### config.mk
export PLATFORM = sky130hd
export DESIGN_NAME = level_gain_computer_smoother
export DESIGN_NICKNAME = d
export VERILOG_FILES = /design/src/sv/lgcs_pkg.sv /design/src/sv/level_gain_computer_smoother.sv
export SDC_FILE = /design/constraint.sdc
export NUM_CORES = 2
export LEC_CHECK = 0
export CAP_MARGIN = 20
export CORE_MARGIN = 2
export CORE_UTILIZATION = 55
export DETAILED_ROUTE_END_ITERATION = 6
export DONT_BUFFER_PORTS = 1
export PLACE_DENSITY = 0.73
export SETUP_SLACK_MARGIN = 0.5
export SKIP_CTS_REPAIR_TIMING = 1
export SYNTH_ARGS = -nofsm -noshare
export SYNTH_HDL_FRONTEND = slang
export SYNTH_SLANG_ARGS = --single-unit
### constraint.sdc
create_clock -name clk_i -period 34.5 [get_ports clk_i]
set_clock_uncertainty 0.15 [all_clocks]
set_input_delay 5.175 -clock clk_i [delete_from_list [all_inputs] [get_ports clk_i]]
set_output_delay 5.175 -clock clk_i [all_outputs]
set_load 0.02 [all_outputs]
### src/sv/lgcs_pkg.sv
// Shared constants for the level gain computer and smoother: fixed-point widths,
// configuration register indexes and the 2^(2^-k) constants of the exponent unit.
// No dependencies.
package lgcs_pkg;

  // Fraction bits of the log-domain levels and thresholds
  localparam int unsigned FRACTION_BITS = 10;

  // Exponent unit: one step per fraction bit, at most one per table entry
  localparam int unsigned TBL_DEPTH = 14;
  localparam int unsigned TBL_W     = 4;
  localparam int unsigned EXP_STEPS = (FRACTION_BITS < TBL_DEPTH) ? FRACTION_BITS : TBL_DEPTH;
  localparam logic [TBL_W-1:0] STEP_LAST = TBL_W'(EXP_STEPS - 1);

  // 2^(2^-k) for k = 1..14, Q1.30
  localparam logic [30:0] POW_BIT_TABLE [TBL_DEPTH] = '{
    31'd1518500250, 31'd1276901417, 31'd1170923762, 31'd1121280436, 31'd1097253708,
    31'd1085434106, 31'd1079572136, 31'd1076653033, 31'd1075196443, 31'd1074468888,
    31'd1074105294, 31'd1073923544, 31'd1073832680, 31'd1073787251
  };

  // Rounded log gain: curve product has 14 extra fraction bits
  localparam int unsigned XR_W = 21;
  localparam int unsigned XB_W = FRACTION_BITS + 5;
  localparam logic signed [XR_W-1:0] X_LO   = XR_W'(-(16 * (1 << FRACTION_BITS)));
  localparam logic signed [XR_W-1:0] X_HI   = XR_W'(8 * (1 << FRACTION_BITS));
  localparam logic [XR_W-1:0]        X_BIAS = XR_W'(16 * (1 << FRACTION_BITS));

  localparam logic [23:0] GAIN_MAX   = 24'hFFFFFF;
  localparam logic [23:0] UNITY_GAIN = 24'd65536;

  // Configuration register indexes
  localparam int unsigned CFG_IDX_W = 3;
  localparam logic [CFG_IDX_W-1:0] REG_LIMIT_THR    = 3'd0;
  localparam logic [CFG_IDX_W-1:0] REG_COMPRESS_THR = 3'd1;
  localparam logic [CFG_IDX_W-1:0] REG_EXPAND_THR   = 3'd2;
  localparam logic [CFG_IDX_W-1:0] REG_NOISE_THR    = 3'd3;
  localparam logic [CFG_IDX_W-1:0] REG_SLOPE        = 3'd4;
  localparam logic [CFG_IDX_W-1:0] REG_ATTACK       = 3'd5;
  localparam logic [CFG_IDX_W-1:0] REG_RELEASE      = 3'd6;

  // Register reset values
  localparam logic [15:0] LIMIT_THR_RST    = 16'hFFF1;  // -15
  localparam logic [15:0] COMPRESS_THR_RST = 16'hF400;  // -3072
  localparam logic [15:0] EXPAND_THR_RST   = 16'hF000;  // -4096
  localparam logic [15:0] NOISE_THR_RST    = 16'hEBC4;  // -5180
  localparam logic [14:0] SLOPE_RST        = 15'd4096;
  localparam logic [15:0] ATTACK_RST       = 16'd6554;
  localparam logic [15:0] RELEASE_RST      = 16'd655;

endpackage

### src/sv/level_gain_computer_smoother.sv
// Level gain computer with attack/release smoothing: top level.
// Depends on lgcs_pkg (widths, register indexes, exponent constants).
//
// Usage:
// - Input channel (in_valid_i/in_ready_o) carries one transaction per sample:
//   the log2 peak and RMS levels, signed Q5.10. The output channel
//   (out_valid_o/out_ready_i) returns one smoothed linear gain, unsigned Q8.16.
// - A configuration write channel (cfg_valid_i/cfg_ready_o, cfg_index_i,
//   cfg_data_i) sets the thresholds, slope and coefficients. It is always
//   ready; write it only while the block is idle. Unknown indexes are dropped.
// - Throughput: the block is not ready from accepting a transaction until its
//   result is committed, so it takes one sample at a time. A single shared
//   32x32 multiplier serves the curve product, one exponent step per fraction
//   bit (multiply, then round), and the two products of the one-pole smoother.
// - Output stall: a finished gain waits in the output register; the next
//   sample runs meanwhile and holds in its last step until the register frees.
// - Reset: the configuration registers return to their reset values and the
//   smoother state to unity gain (65536).
module level_gain_computer_smoother
  import lgcs_pkg::*;
(
  input  logic                 clk_i,
  input  logic                 rst_ni,
  input  logic                 in_valid_i,
  output logic                 in_ready_o,
  input  logic signed [15:0]   peak_level_i,
  input  logic signed [15:0]   rms_level_i,
  output logic                 out_valid_o,
  input  logic                 out_ready_i,
  output logic [23:0]          gain_out_o,
  input  logic                 cfg_valid_i,
  output logic                 cfg_ready_o,
  input  logic [CFG_IDX_W-1:0] cfg_index_i,
  input  logic [15:0]          cfg_data_i
);

  // Sequencer states
  localparam logic [3:0] S_IDLE   = 4'd0;
  localparam logic [3:0] S_ZONE   = 4'd1;
  localparam logic [3:0] S_CMUL   = 4'd2;
  localparam logic [3:0] S_ROUND  = 4'd3;
  localparam logic [3:0] S_SAT    = 4'd4;
  localparam logic [3:0] S_EMUL   = 4'd5;
  localparam logic [3:0] S_EACC   = 4'd6;
  localparam logic [3:0] S_ESUM   = 4'd7;
  localparam logic [3:0] S_ESHIFT = 4'd8;
  localparam logic [3:0] S_SMUL0  = 4'd9;
  localparam logic [3:0] S_SMUL1  = 4'd10;
  localparam logic [3:0] S_MIX    = 4'd11;

  logic [3:0] state_q, state_d;

  // Configuration registers
  logic [15:0] lim_thr_q, cmp_thr_q, exp_thr_q, noise_thr_q;
  logic [14:0] slope_q;
  logic [15:0] attack_q, release_q;

  // Smoother state and output register
  logic [23:0] prev_q;
  logic [23:0] gain_q;
  logic        out_valid_q;

  // Datapath registers (no reset needed)
  logic [15:0]              peak_q, rms_q;
  logic [16:0]              mag_q;
  logic                     neg_q;
  logic [16:0]              sk_q;
  logic [63:0]              product_q;
  logic [XR_W-1:0]          xr_q;
  logic [FRACTION_BITS-1:0] f_q;
  logic [4:0]               shift_q;
  logic [30:0]              m_q;
  logic [TBL_W-1:0]         k_q;
  logic [31:0]              sum_q;
  logic [23:0]              target_q;
  logic [15:0]              t_q;
  logic [39:0]              acc_q;

  logic in_fire, mix_fire;
  assign in_fire   = in_valid_i && in_ready_o;
  assign mix_fire  = (state_q == S_MIX) && (!out_valid_q || out_ready_i);

  assign in_ready_o  = (state_q == S_IDLE);
  assign out_valid_o = out_valid_q;
  assign gain_out_o  = gain_q;
  assign cfg_ready_o = 1'b1;

  // ---------------------------------------------------------------------------
  // Zone select: every zone reduces to a signed level difference times the
  // slope times 4 (full slope) or 3 (three quarters).
  // ---------------------------------------------------------------------------
  logic [17:0] diff;
  logic        k3;
  logic [17:0] neg_diff;
  logic [16:0] mag;
  logic [16:0] slope_x3;

  always_comb begin
    diff = 18'd0;
    k3   = 1'b0;
    if ($signed(peak_q) > $signed(lim_thr_q)) begin
      // limit zone: drop by the full slope from the compress threshold
      diff = {{2{cmp_thr_q[15]}}, cmp_thr_q} - {{2{peak_q[15]}}, peak_q};
    end else if ($signed(rms_q) > $signed(cmp_thr_q)) begin
      diff = {{2{cmp_thr_q[15]}}, cmp_thr_q} - {{2{rms_q[15]}}, rms_q};
      k3   = 1'b1;
    end else if ($signed(rms_q) < $signed(noise_thr_q)) begin
      // noise zone: full slope below the noise threshold, offset by the
      // expand-to-noise span
      diff = {noise_thr_q[15], noise_thr_q, 1'b0} - {{2{exp_thr_q[15]}}, exp_thr_q}
             - {{2{rms_q[15]}}, rms_q};
    end else if ($signed(rms_q) < $signed(exp_thr_q)) begin
      diff = {{2{exp_thr_q[15]}}, exp_thr_q} - {{2{rms_q[15]}}, rms_q};
      k3   = 1'b1;
    end
  end

  assign neg_diff = 18'd0 - diff;
  assign mag      = diff[17] ? neg_diff[16:0] : diff[16:0];
  assign slope_x3 = {2'b00, slope_q} + {1'b0, slope_q, 1'b0};

  // ---------------------------------------------------------------------------
  // Shared multiplier
  // ---------------------------------------------------------------------------
  logic [31:0] mul_a, mul_b;
  logic [63:0] mul_p;
  logic        rising;
  logic [15:0] t_sel;
  logic [16:0] one_minus_t;

  assign rising      = target_q > prev_q;
  assign t_sel       = rising ? attack_q : release_q;
  assign one_minus_t = 17'h10000 - {1'b0, t_sel};

  always_comb begin
    mul_a = 32'd0;
    mul_b = 32'd0;
    case (state_q)
      S_CMUL: begin
        mul_a = {15'd0, mag_q};
        mul_b = {15'd0, sk_q};
      end
      S_EMUL: begin
        mul_a = {1'b0, m_q};
        mul_b = {1'b0, POW_BIT_TABLE[k_q]};
      end
      S_SMUL0: begin
        mul_a = {15'd0, one_minus_t};
        mul_b = {8'd0, prev_q};
      end
      S_SMUL1: begin
        mul_a = {16'd0, t_q};
        mul_b = {8'd0, target_q};
      end
      default: begin
        mul_a = 32'd0;
        mul_b = 32'd0;
      end
    endcase
  end

  assign mul_p = mul_a * mul_b;

  // ---------------------------------------------------------------------------
  // Rounding, saturation and exponent helpers
  // ---------------------------------------------------------------------------
  logic [34:0]      vr;
  logic [XR_W-1:0]  xc;
  logic [XR_W-1:0]  xb_full;
  logic [XB_W-1:0]  xb;
  logic [63:0]      m_round;
  logic [31:0]      rnd_bit;
  logic [31:0]      g_shift;
  logic [40:0]      mix;

  // Round half up to the log-gain grid; negate by subtracting from the offset.
  // The curve magnitude stays below 2^34.
  assign vr = neg_q ? (35'd8192 - {1'b0, product_q[33:0]})
                    : ({1'b0, product_q[33:0]} + 35'd8192);

  always_comb begin
    xc = xr_q;
    if ($signed(xr_q) < X_LO) begin
      xc = X_LO;
    end else if ($signed(xr_q) > X_HI) begin
      xc = X_HI;
    end
  end

  assign xb_full = xc + X_BIAS;
  assign xb      = xb_full[XB_W-1:0];

  assign m_round = product_q + (64'd1 << 30 >> 1);
  assign rnd_bit = 32'd1 << (shift_q - 5'd1);
  assign g_shift = sum_q >> shift_q;
  assign mix     = {1'b0, acc_q} + {1'b0, product_q[39:0]} + 41'd32768;

  // ---------------------------------------------------------------------------
  // Sequencer
  // ---------------------------------------------------------------------------
  always_comb begin
    state_d = state_q;
    case (state_q)
      S_IDLE:   if (in_fire) state_d = S_ZONE;
      S_ZONE:   state_d = S_CMUL;
      S_CMUL:   state_d = S_ROUND;
      S_ROUND:  state_d = S_SAT;
      S_SAT:    state_d = S_EMUL;
      S_EMUL:   state_d = S_EACC;
      S_EACC:   state_d = (k_q == STEP_LAST) ? S_ESUM : S_EMUL;
      S_ESUM:   state_d = S_ESHIFT;
      S_ESHIFT: state_d = S_SMUL0;
      S_SMUL0:  state_d = S_SMUL1;
      S_SMUL1:  state_d = S_MIX;
      S_MIX:    if (mix_fire) state_d = S_IDLE;
      default:  state_d = S_IDLE;
    endcase
  end

  // Control state, configuration, smoother state and output valid flag
  always_ff @(posedge clk_i or negedge rst_ni) begin
    if (!rst_ni) begin
      state_q     <= S_IDLE;
      k_q         <= '0;
      lim_thr_q   <= LIMIT_THR_RST;
      cmp_thr_q   <= COMPRESS_THR_RST;
      exp_thr_q   <= EXPAND_THR_RST;
      noise_thr_q <= NOISE_THR_RST;
      slope_q     <= SLOPE_RST;
      attack_q    <= ATTACK_RST;
      release_q   <= RELEASE_RST;
      prev_q      <= UNITY_GAIN;
      out_valid_q <= 1'b0;
    end else begin
      state_q <= state_d;

      // Advance the exponent step counter; restart it per sample
      if (state_q == S_SAT) begin
        k_q <= '0;
      end else if (state_q == S_EACC) begin
        k_q <= k_q + 1'b1;
      end

      if (cfg_valid_i) begin
        case (cfg_index_i)
          REG_LIMIT_THR:    lim_thr_q   <= cfg_data_i;
          REG_COMPRESS_THR: cmp_thr_q   <= cfg_data_i;
          REG_EXPAND_THR:   exp_thr_q   <= cfg_data_i;
          REG_NOISE_THR:    noise_thr_q <= cfg_data_i;
          REG_SLOPE:        slope_q     <= cfg_data_i[14:0];
          REG_ATTACK:       attack_q    <= cfg_data_i;
          REG_RELEASE:      release_q   <= cfg_data_i;
          default:          ;
        endcase
      end

      // Commit the new gain only when the output register is free
      if (mix_fire) begin
        prev_q      <= mix[39:16];
        out_valid_q <= 1'b1;
      end else if (out_ready_i) begin
        out_valid_q <= 1'b0;
      end
    end
  end

  // Datapath registers
  always_ff @(posedge clk_i) begin
    if (in_fire) begin
      peak_q <= peak_level_i;
      rms_q  <= rms_level_i;
    end
    if (state_q == S_ZONE) begin
      mag_q <= mag;
      neg_q <= diff[17];
      sk_q  <= k3 ? slope_x3 : {slope_q, 2'b00};
    end
    if (state_q == S_CMUL || state_q == S_EMUL ||
        state_q == S_SMUL0 || state_q == S_SMUL1) begin
      product_q <= mul_p;
    end
    if (state_q == S_ROUND) begin
      xr_q <= vr[34:14];
    end
    if (state_q == S_SAT) begin
      // Split into integer part (as a right shift) and fraction bits
      f_q     <= xb[FRACTION_BITS-1:0];
      shift_q <= 5'd30 - xb[XB_W-1:FRACTION_BITS];
      m_q     <= 31'h40000000;
    end
    if (state_q == S_EACC) begin
      if (f_q[FRACTION_BITS-1]) begin
        m_q <= m_round[60:30];
      end
      f_q <= f_q << 1;
    end
    if (state_q == S_ESUM) begin
      sum_q <= {1'b0, m_q} + rnd_bit;
    end
    if (state_q == S_ESHIFT) begin
      target_q <= (g_shift > {8'd0, GAIN_MAX}) ? GAIN_MAX : g_shift[23:0];
    end
    if (state_q == S_SMUL0) begin
      t_q <= t_sel;
    end
    if (state_q == S_SMUL1) begin
      acc_q <= product_q[39:0];
    end
    if (mix_fire) begin
      gain_q <= mix[39:16];
    end
  end

  // ---------------------------------------------------------------------------
  // Assertions
  // ---------------------------------------------------------------------------
  a_out_from_mix: assert property (@(posedge clk_i) disable iff (!rst_ni)
    $rose(out_valid_q) |-> $past(state_q) == S_MIX)
    else $error("output valid rose outside the mix step");

  a_prev_on_commit: assert property (@(posedge clk_i) disable iff (!rst_ni)
    !$stable(prev_q) |-> $past(mix_fire))
    else $error("smoother state changed without a committed result");

  a_step_bound: assert property (@(posedge clk_i) disable iff (!rst_ni)
    (state_q == S_EACC) |-> (k_q <= STEP_LAST))
    else $error("exponent step counter overran");

  a_shift_range: assert property (@(posedge clk_i) disable iff (!rst_ni)
    (state_q == S_ESUM) |-> (shift_q >= 5'd6 && shift_q <= 5'd30))
    else $error("exponent shift out of range");

endmodule

**Word-level counts from Yosys, hierarchy flattened**

Memory sizes are Yosys's and may differ from the RTL's.
Index checks and enable logic that the tools add are counted.
W data, S select, Z words.

- Add/sub/neg operators: 18
- Multiply operators: 1
- Order comparisons: 9
- Eq/ne operators: 20
- Shift-type cells: 2
- Multiplexer cells: 31
- Bitwise operators: 1
- Reductions and logical operators: 19

Operators by type and width:

| operator | number |
|---|---|
| $pmux W31 S4 | 2 |
| $mux W31 | 5 |
| $mux W18 | 4 |
| $add A61 B30 Y61 const B | 1 |
| $mul A31 B31 Y61 | 1 |
| $sub A16 B16 Y17 | 3 |
| $pmux W4 S12 | 1 |
| $add A40 B16 Y40 const B | 1 |
| $add A40 B40 Y40 | 1 |
| $add A34 B14 Y35 const B | 1 |
| $mux W35 | 1 |
| $sub A14 B34 Y35 const A | 1 |
| $mux W17 | 2 |
| $add A31 B32 Y32 | 1 |
| $gt A16 B16 Y1 | 2 |
| $gt A32 B24 Y1 const B | 1 |
| $lt A16 B16 Y1 | 2 |
| $shl A1 B5 Y32 const A | 1 |
| $shr A32 B5 Y32 | 1 |
| $mux W15 | 2 |
| $gt A24 B24 Y1 | 1 |
| $gt A21 B15 Y1 const B | 1 |
| $lt A21 B15 Y1 const B | 1 |
| $eq A4 B4 Y1 const B | 5 |
| 31 further kinds | 59 |

- Bits in registers: 475
- Bits in read-only memories: 496
- Input bits: 56
- Output and inout port bits: 27
- Logic and storage cells: 130
- Memories kept: 1

Memories:

| memory | depth | bits a word | read ports | clocked after Yosys merged registers in | write ports | RTL line | text |
|---|---|---|---|---|---|---|---|
| (no name shown) | 16 | 31 | 1 | 0 | 0 | level_gain_computer_smoother.sv:145 | `mul_b = {1'b0, POW_BIT_TABLE[k_q]};` |

**Longest topological paths before layout**

- Word-level depth: 7
- Mapped depth: 50
- Depth with buffers taken out: 45

**Worst setup path after synthesis**

Ideal clock, no wire load.

- Path type: register -> register
- From: register prev_q[9]
- To: register product_q[53], data pin
- Library setup time: 0.262 ns
- Arrival time: 10.631 ns
- Required time: 34.088 ns
- Path slack: 23.457 ns
- Stages on the path, launching flop included: 47
- Path buffers: 3
- Period minus slack after synthesis: 11.043 ns
- Path through: dfrtp_1 -> inv_1 -> ha_1 -> a21o_1 -> a21o_1 -> a21o_1 -> a21oi_1 -> nand2_1 -> o21ai_1 -> and3b_1 -> buf_4 -> nor2_8 -> buf_4 -> mux2i_1 -> ha_1 -> nand2b_1 -> nor3_1 -> nor2_1 -> (+11 left out) -> inv_1 -> fa_1 -> inv_1 -> fa_1 -> fa_1 -> ha_1 -> and3_1 -> and3_1 -> a221o_1 -> a211o_2 -> o2111ai_2 -> a31oi_4 -> a31oi_4 -> o21ai_2 -> a221o_1 -> a21oi_2 -> o21ai_1 -> xor2_1

- Word-level cells in the longest chain between the ends: 5
- Elaborated cells on any way between the ends: 6
- Those cells by class: 1 x add/sub; 1 x mul; 1 x order compare; 3 x mux

RTL lines:

| what | RTL line | text |
|---|---|---|
| start, declared | level_gain_computer_smoother.sv:59 | `logic [23:0] prev_q;` |
| start signal, assigned | level_gain_computer_smoother.sv:259 | `prev_q <= mix[39:16];` |
| $gt A24 B24 Y1 | level_gain_computer_smoother.sv:131 | `assign rising = target_q > prev_q;` |
| $mux W16 | level_gain_computer_smoother.sv:132 | `assign t_sel = rising ? attack_q : release_q;` |
| $sub A17 B16 Y17 | level_gain_computer_smoother.sv:133 | `assign one_minus_t = 17'h10000 - {1'b0, t_sel};` |
| $pmux W31 S4 | level_gain_computer_smoother.sv:138 | `case (state_q)` |
| $mul A31 B31 Y61 (*) | level_gain_computer_smoother.sv:162 | `assign mul_p = mul_a * mul_b;` |
| via mul_p[53] | level_gain_computer_smoother.sv:126 | `logic [63:0] mul_p;` |
| end signal, assigned | level_gain_computer_smoother.sv:280 | `product_q <= mul_p;` |
| end, declared | level_gain_computer_smoother.sv:68 | `logic [63:0] product_q;` |

Mark *: on every way through the listed nets, which the timed path passes. The rest lies on a longest branch.
A chain may end at the register's enable or synchronous reset.

**Worst setup path after layout**

- From: register prev_q[9]
- To: register product_q[58], data pin

The elaborated chain is that of the path after synthesis.

==> results.json <==
{
  "leakage_nw": 31.12,
  "grt_pass1_wl_um": 314700,
  "synth_edf_count": 299,
  "hold_path_class": "register to register",
  "p_per_area_nw_per_um2": 67.92,
  "clock_path_buffers": 3,
  "holdPathStages": 1,
  "hp-start": "f_q[0]$_SDFFE_PP0P_",
  "dieWidth_um": 342.6,
  "cts_tree": "yes",
  "chipHeight_um": 342.6,
  "drc": 0,
  "drt-initial-drc-count": 5885,
  "ys.flop_type": "edfxtp_1",
  "track_usage_pct": 35.64,
  "cts_root_buf": "clkbuf_16",
  "synth_area_leaders": "fa_1, edfxtp_1, ha_1, inv_1, nand2_1",
  "critical-path-max-stage-delay_ns": 0.78,
  "drive_gt1_share_pct": 7.389,
  "regToRegStartpoint": "prev_q[9]$_DFFE_PN0P_",
  "slew-limit-headroom_pct": 19.40,
  "grt_setup_unrepaired": "no",
  "cp.arrival_ns": 13.40,
  "fill_cells": 9788,
  "areaGrowthSynthToFinish_pct": 5.709,
  "yosysMostFrequentCell": "inv_1",
  "end_kind": "register",
  "place_congestion": 1.011,
  "firstDrtPassIters": 7,
  "grt_pass1_vias": 52020,
  "h-tree-depth": 2,
  "rows": 124,
  "cts_buffers": 52,
  "peakVddDrop_mv": 0.05620,
  "vias_per_cell": 6.265,
  "async_flop_share_pct": 30.32,
  "final_hold_viol_count": 0,
  "detail-route-antenna-nets": 0,
  "syn_nets": 8230,
  "synth_area_um2": 63070,
  "finalSetupTns_ns": 0,
  "avgRoutedWirePerCell_um": 25.30,
  "ioPinCount": 83,
  "cpMaxStageDelayCell": "a31oi_1",
  "clk_pin_slew_ns": 0.07,
  "crit_required_ns": 34.74,
  "die_area_um2": 117400,
  "via_count": 51320,
  "synthTopCellsByCount": "inv_1, nand2_1, fa_1",
  "initial_core_util_pct": 55.31,
  "max_freq_ghz": 0.07596,
  "min_period_ns": 13.17,
  "synth_warnings": 0,
  "tightest_slew_ns": 1.209,
  "overflow": 0,
  "status": "completed",
  "nets": 8069,
  "multi_input_area_um2": 44580,
  "max_cap_viol_count": 0,
  "synth_top_area_share_pct": 26.25,
  "netlist_instances": 6789,
  "r2r_setup_slack_ns": 21.33,
  "path_class": "register to register",
  "setup_viol": 0,
  "hpwlAfterDp_um": 159200,
  "insertion_delay_ns": 0.65,
  "synth-seq-cells": 475,
  "final_util_pct": 58.47,
  "ys_types": 109,
  "critPathMostFrequentCell": "fa_1",
  "ys_seq_area_share_pct": 21.05,
  "rr_worst_depth": 45,
  "finalCritPeriodShare_pct": 38.16,
  "path_max_fanout": 19,
  "syn_avg_cell_area_um2": 9.291,
  "seqCellArea_um2": 13280,
  "finalMaxSlewViolations": 0,
  "clock-sinks": 475,
  "rr_endpoint": "product_q[58]$_DFFE_PP_",
  "critPathLaunch": "prev_q[9]$_DFFE_PN0P_",
  "core-area_um2": 114000,
  "grt_max_degree": 145,
  "antenna_found_initial": 8,
  "cp-start-kind": "register",
  "wl_um": 207200,
  "io_buffer_count": 0,
  "synth_top_cell_by_area": "fa_1",
  "min_to": "f_q[0]$_SDFFE_PP0P_"
}
per-layer routing:
layer	global-route usage, %	vias up	wire length [um]
li1	-	22260	-
met1	44.15	25290	75490
met2	56.30	2964	93130
met3	8.610	800	22240
met4	22.19	6	16350
met5	0	-	34
per-stage QoR:
step	hold WS (ns)	setup slack, ns	power (mW)	cell area (um2)	cells
2_1_floorplan	0.2744	23.46	2.817	63070	6789
3_3_place_gp	0.3046	21.72	3.760	64790	8082
3_5_place_dp	0.3069	21.51	3.824	64790	8082
4_1_cts	0.3229	21.54	4.438	66600	8180
5_1_grt	0.3547	20.65	4.759	66660	8184
6_report	0.3237	21.33	4.529	66680	8191
worst max-delay path, delay by kind of cell (launching register included):
| kind | cells | cell delay (ns) |
|---|---|---|
| adders and majority gates | 11 | 5.00 |
| and+or+nand+nor | 9 | 1.61 |
| buffers and inverters | 7 | 0.71 |
| DFF | 1 | 0.36 |
| muxes | 2 | 0.55 |
| AOI/OAI and AO/OA | 16 | 4.52 |
layout make-up:
class                   count  share of cell area [%]
diodes                      7                 0.02627
clock buffers              58                   2.064
clock inverters            40                  0.6512
inverters                1081                   6.086
multi-input cells        4884                   66.87
flip-flops and latches    475                   19.92
well taps                1512                   2.837
repair buffers            134                   1.550
placed cells by master (no fill, tap or decap), types with 98 or more instances in the layout:
master	count
a21oi_1	261
and2_1	99
buf_4	131
dfrtp_1	98
edfxtp_1	299
fa_1	827
ha_1	558
inv_1	1067
nand2_1	835
nand3_1	161
nor2_1	423
nor3_1	200
o21ai_0	224
xnor2_1	148
sequential cells by signal, indices dropped and copies added, names as in the netlist, 17 cells and up:
signal and cells:
product_q 61, acc_q 40, sum_q 32, m_q 31, gain_out_o 24, prev_q 24, target_q 24, xr_q 21
mag_q 17, sk_q 17
cell families (layout without fill, tap and decap cells):
family                     count (synthesis)  after routing  synth area share [%]
AOI/OAI and AO/OA                       1080           1080                 11.83
xor gates and xnor gates                 241            241                 3.346
adders and majority gates               1385           1385                 37.32
buffers and inverters                   1430           1313                 8.641
DFF                                      475            475                 21.05
muxes                                    166            166                 3.350
other                                      1              8              0.005945
and+or+nand+nor                         2011           2011                 14.46
power breakdown:
group / internal [mW] / switching, mW / total [mW] / leakage (nW)
clock: 0.337 / 0.264 / 0.601 / 0.878
combinational: 0.915 / 1.94 / 2.85 / 25.5
sequential: 0.872 / 0.203 / 1.07 / 4.71
how the worst max path moves through the flow:
stage	to	cells after the start	slack, ns
floorplan	product_q[53]$_DFFE_PP_	46	23.46
global placement	product_q[60]$_DFFE_PP_	45	21.72
detailed placement	product_q[58]$_DFFE_PP_	45	21.51
CTS	product_q[58]$_DFFE_PP_	45	21.54
global route	product_q[58]$_DFFE_PP_	45	20.65
finish	product_q[58]$_DFFE_PP_	45	21.33
No activity file was read; power rests on OpenSTA's default activity.
